<file path="src/rtl/ffa_pkg.sv">
// ----------------------------------------------------------------------------
// ffa_pkg: shared types and constants of the first-fit heap allocator
// Item formats, heap block record, scan token and the edit commands that
// the controller broadcasts to the row of block cells.
// ----------------------------------------------------------------------------
`timescale 1ns / 1ps
`default_nettype none
package ffa_pkg;

  // Default sizes
  localparam int DEF_MAX_BLOCKS = 64;
  localparam int DEF_HEAP_BYTES = 65536;

  // Width of block start and size fields (room for merged and odd blocks)
  localparam int BW = 18;

  // Width of a table slot number, enough for the largest table
  localparam int SW = 10;

  // Register reset values
  localparam logic [7:0]  HDR_RESET   = 8'd40;
  localparam logic [16:0] LIMIT_RESET = 17'h10000;

  // Register indexes
  localparam logic REG_HEADER = 1'b0;
  localparam logic REG_LIMIT  = 1'b1;

  // Request modes
  localparam logic MODE_ALLOC = 1'b0;
  localparam logic MODE_FREE  = 1'b1;

  // Status codes
  localparam logic [1:0] ST_OK      = 2'd0;
  localparam logic [1:0] ST_NOHEAP  = 2'd1;
  localparam logic [1:0] ST_FULL    = 2'd2;
  localparam logic [1:0] ST_UNKNOWN = 2'd3;

  typedef struct packed {
    logic        mode;
    logic [15:0] request_size;
    logic [15:0] block_addr;
  } req_t;

  typedef struct packed {
    logic [15:0] result_addr;
    logic [1:0]  status;
  } rsp_t;

  // One heap block as held by a cell
  typedef struct packed {
    logic          v;
    logic [BW-1:0] start;
    logic [BW-1:0] size;
    logic          free;
    logic [SW-1:0] slot;   // table slot owning the block
  } blk_t;

  // Scan token walking the cell row
  typedef struct packed {
    logic act;
    logic found;
    logic got;    // block after the hit captured
    blk_t cur;    // hit block
    blk_t prv;    // block before the hit
    blk_t nxt;    // block after the hit
    blk_t lst;    // block of the cell just passed
  } tok_t;

  // Request fields broadcast to all cells during a scan
  typedef struct packed {
    logic        mode;
    logic [15:0] req;
    logic [15:0] addr;
    logic [7:0]  hdr;
  } scan_t;

  typedef enum logic [1:0] {
    EOP_NONE   = 2'd0,
    EOP_WRITE  = 2'd1,
    EOP_INSERT = 2'd2,
    EOP_DELETE = 2'd3
  } edit_op_t;

  typedef struct packed {
    edit_op_t op;
    blk_t     data;
  } edit_t;

endpackage
`default_nettype wire

</file>
<file path="src/rtl/ffa_cell.sv">
// ----------------------------------------------------------------------------
// ffa_cell: one heap block cell
// Holds one block of the address-ordered list, checks the passing scan
// token against it and shifts with its neighbors on insert and delete.
// ----------------------------------------------------------------------------
`timescale 1ns / 1ps
`default_nettype none
module ffa_cell
  import ffa_pkg::*;
#(
  parameter int N   = DEF_MAX_BLOCKS,
  parameter int IDX = 0
) (
  input  wire logic              clk,
  input  wire logic              rst,
  input  wire blk_t              left,
  input  wire blk_t              right,
  output blk_t                   blk,
  input  wire tok_t              tok_in,
  input  wire logic [$clog2(N)-1:0] tok_pos_in,
  output tok_t                   tok_out,
  output logic [$clog2(N)-1:0]   tok_pos_out,
  input  wire edit_t             ed,
  input  wire logic [$clog2(N)-1:0] ed_pos,
  input  wire scan_t             scan
);

  localparam int IW = $clog2(N);
  localparam logic [IW-1:0] ME = IW'(IDX);

  logic          hit;
  logic [BW:0]   daddr;
  tok_t          tn;
  logic [IW-1:0] pn;

  // Match of this block against the request; a free takes the matching
  // block with the lowest slot when several share one address
  assign daddr = {1'b0, blk.start} + (BW+1)'(scan.hdr);
  always_comb begin
    hit = 1'b0;
    if (tok_in.act && blk.v) begin
      if (scan.mode == MODE_ALLOC) begin
        hit = !tok_in.found && blk.free && (blk.size >= BW'(scan.req));
      end else begin
        hit = (daddr == (BW+1)'(scan.addr)) &&
              (!tok_in.found || (blk.slot < tok_in.cur.slot));
      end
    end
  end

  // Token update: capture hit, previous and next blocks
  always_comb begin
    tn = tok_in;
    pn = tok_pos_in;
    if (tok_in.act) begin
      tn.lst = blk;
      if (hit) begin
        tn.found = 1'b1;
        tn.got   = 1'b0;
        tn.cur   = blk;
        tn.prv   = tok_in.lst;
        tn.nxt   = '0;
        pn       = ME;
      end else if (tok_in.found && !tok_in.got) begin
        tn.nxt = blk;
        tn.got = 1'b1;
      end
    end
  end

  always_ff @(posedge clk) begin
    tok_out     <= tn;
    tok_pos_out <= pn;
    if (rst) begin
      tok_out.act <= 1'b0;
    end
  end

  // Block storage with write, insert and delete shifts
  always_ff @(posedge clk) begin
    unique case (ed.op)
      EOP_WRITE: begin
        if (ed_pos == ME) blk <= ed.data;
      end
      EOP_INSERT: begin
        if (ed_pos == ME) blk <= ed.data;
        else if (ME > ed_pos) blk <= left;
      end
      EOP_DELETE: begin
        if (ME >= ed_pos) blk <= right;
      end
      default: ;
    endcase
    if (rst) begin
      blk.v <= 1'b0;
    end
  end

endmodule
`default_nettype wire

</file>
<file path="config.mk">
export PLATFORM = sky130hd
export DESIGN_NAME = ffa_cell
export DESIGN_NICKNAME = d
export VERILOG_FILES = /design/src/rtl/ffa_pkg.sv /design/src/rtl/ffa_cell.sv
export SDC_FILE = /design/constraint.sdc
export NUM_CORES = 1
export LEC_CHECK = 0
export BUFFER_PORTS_ARGS = -buffer_cell sky130_fd_sc_hd__buf_2
export CAP_MARGIN = 20
export CELL_PAD_IN_SITES_DETAIL_PLACEMENT = 0
export CELL_PAD_IN_SITES_GLOBAL_PLACEMENT = 1
export CORE_AREA = 2 2 249 251
export CTS_CLUSTER_DIAMETER = 150
export DETAILED_ROUTE_END_ITERATION = 6
export DIE_AREA = 0 0 251 253
export MAX_ROUTING_LAYER = met4
export PLACE_DENSITY = 0.61
export SYNTH_ARGS = -nofsm -noshare
export SYNTH_HDL_FRONTEND = slang
export SYNTH_SLANG_ARGS = --single-unit
</file>
<file path="constraint.sdc">
create_clock -name clk -period 12.4 [get_ports clk]
set_input_delay 3.1 -clock clk [delete_from_list [all_inputs] [get_ports clk]]
set_output_delay 3.1 -clock clk [all_outputs]
set_load 0.01 [all_outputs]
</file>
==> flow_summary.json <==
{
  "worstSetupPathType": "in -> reg",
  "timing.fmax_mhz": 144,
  "chipWidth_um": 251,
  "fin_crit_sh": 0.562,
  "numClockSinks": 249,
  "max_cap_violations": 0,
  "fillerInstances": 6669,
  "post_cts_buffers": 0,
  "antenna_found_initial": 8,
  "grt_pass1_wl_um": 69300,
  "final_antenna_net_count": 0,
  "dpl.hpwl_um": 38500,
  "track_usage": 0.154,
  "wl_um": 49900,
  "htree_levels": 1,
  "crit_required_ps": 12860,
  "setup-tns-final_ps": 0,
  "ys_seq_area_frac": 0.511,
  "drt_iter0_drc": 429,
  "avgRoutedWirePerCell_um": 20.3,
  "slew_headroom": 0.375,
  "cts_tree": "built",
  "std_cell_rows": 91,
  "critPathArrivalTime_ps": 7430,
  "netlist_instances": 1006,
  "finalSetupViolCount": 0,
  "core-area_mm2": 0.0610,
  "cts_buffers": 30,
  "yosys_warnings": 0,
  "grt_remaining_overflow": 0,
  "start_util": 0.175,
  "fin_util": 0.258,
  "cts_resized": 0,
  "grt_pass1_vias": 10312,
  "stdcell_area_mm2": 0.0157,
  "grt_max_degree": 61,
  "leakagePower_nw": 7.35,
  "synthArstFlopShare": 0,
  "synth-main-ff-cell": "dfxtp_1",
  "synth.area.top_cells": "dfxtp_1 38%, edfxtp_1 13%, mux2_2 13%",
  "vias": 9964,
  "power.total_mw": 2.05,
  "peakVddDrop_mv": 0.0873,
  "status": "completed",
  "synth-seq-cells": 249,
  "nNetsFinal": 2063,
  "end_kind": "flip-flop",
  "port_buffers": 643,
  "slew_violations": 0,
  "placed_area_mm2": 0.0147,
  "via_per_inst": 4.06,
  "dp.cells": 2391,
  "ios": 645,
  "synth-edff-count": 47,
  "dieArea_mm2": 0.0635,
  "synth_area_mm2": 0.0107,
  "dp_slack_ps": 4770,
  "hold_viol": 0,
  "synth_top_area_frac": 0.379,
  "clockBufferDepth": 3,
  "rsz0062_at_grt": "false",
  "p_per_area_mw_per_mm2": 130,
  "synth_nets": 1436,
  "clk_pin_slew_worst_paths_ps": 60,
  "syn_to_final_growth_pct": 47.3,
  "avgSynthCellArea_um2": 10.6,
  "skew_ps": 37.4,
  "synth_largest_area_cell": "dfxtp_1",
  "drive_gt1_frac": 0.520,
  "worst_slew_pin_slew_ps": 938,
  "cp-start-kind": "input pin",
  "instances_no_fill": 2454,
  "ys_types": 53,
  "drc": 0,
  "die_y_um": 253,
  "cts_hold_buf": 0,
  "dr.pass1.iters": 5,
  "root_buffer": "clkbuf_16",
  "timing.hold.ws_ps": 661,
  "clk_latency_ps": 600,
  "fin_crit_ps": 6970,
  "globalplace.congestion": 0.806,
  "fin_ws_ps": 5430,
  "critPathMaxFanout": 60,
  "hold_class": "reg -> reg"
}
## layer usage
layer / global-route usage / vias up / routed length, um
li1: - / 4780 / -
met1: 0.187 / 4704 / 21100
met2: 0.264 / 427 / 24500
met3: 0.0277 / 53 / 3370
met4: 0.0383 / 0 / 918
met5: - / - / 0
## placed cells by master, fill, tap and decap left out, types with 3 or more instances in the layout
cell type	synthesis	final
edfxtp_1	47	47
mux2_2	124	124
ha_1	33	33
or2_2	4	4
nand3_1	6	6
o21ai_0	9	9
nand4_1	4	4
a21o_1	10	10
nand2b_1	49	49
mux2i_1	3	3
inv_1	34	34
o31ai_1	47	47
mux2_4	20	20
clkbuf_1	42	6
nor2_1	69	67
diode_2	0	7
xnor2_1	14	14
buf_4	11	16
a21oi_1	110	110
dfxtp_1	202	202
clkbuf_8	0	9
nor2b_1	3	3
nor4_1	3	3
nor3b_1	3	3
nand2_1	109	109
clkbuf_16	0	31
xor2_1	9	9
buf_2	3	641
clkinv_2	0	4
## worst max-delay path: stages
cell       delay, ps
buf_2            100
ha_1             200
fa_1             460
xor2_1           170
a2111oi_0        370
o221ai_1         220
nor4_1           340
nand2_1          100
nor4_1           260
a41o_4           770
buf_4            790
mux2_2           410
## sequential cells by signal (all words and copies together), names as in the netlist
register     count
blk             48
tok_out        195
tok_pos_out      6
## kinds of logic (layout without fill, tap and decap cells)
| logic type | Yosys count | count (layout) | share of synthesized area |
|---|---|---|---|
| buf+inv | 96 | 747 | 0.0433 |
| simple gates | 259 | 259 | 0.111 |
| mux | 147 | 147 | 0.162 |
| compound gates | 198 | 198 | 0.113 |
| flops | 249 | 249 | 0.511 |
| other cells | 0 | 7 | 0 |
| fa+ha+maj | 34 | 34 | 0.0406 |
| xor+xnor | 23 | 23 | 0.0189 |
## final cells by class
class | count | area [um^2] | share of cell area
Antenna cell | 7 | 17.5 | 0.00111
Tap cell | 790 | 988 | 0.0629
Multi-Input combinational cell | 661 | 4790 | 0.304
Clock buffer | 46 | 922 | 0.0587
Timing Repair Buffer | 657 | 3330 | 0.212
Sequential cell | 249 | 5460 | 0.347
Clock inverter | 10 | 96.3 | 0.00613
Inverter | 34 | 128 | 0.00812
## final timing paths
path,startpoint,end,cells after the start,slack [ps]
worst min register to register,blk[4],tok_out[148],1,660
worst max-delay path,scan[0],tok_out[148],12,5430
worst min-delay path,blk[4],tok_out[148],1,660
worst max register to register,blk[29],tok_out[148],11,7420
## synthesized netlist by cell type (all sizes together), types with 6 or more instances
master  count
a21o       10
a21oi     110
buf        20
clkbuf     42
dfxtp     202
edfxtp     47
ha         33
inv        34
mux2      144
nand2     109
nand2b     49
nand3       6
nor2       69
o21ai       9
o31ai      47
xnor2      14
xor2        9
## where the power goes
group / total (mW) / switching (mW) / internal [mW]
registers: 0.879 / 0.0129 / 0.866
clock network: 0.908 / 0.375 / 0.532
logic: 0.261 / 0.132 / 0.129
Power figures use the tool's default switching activity.
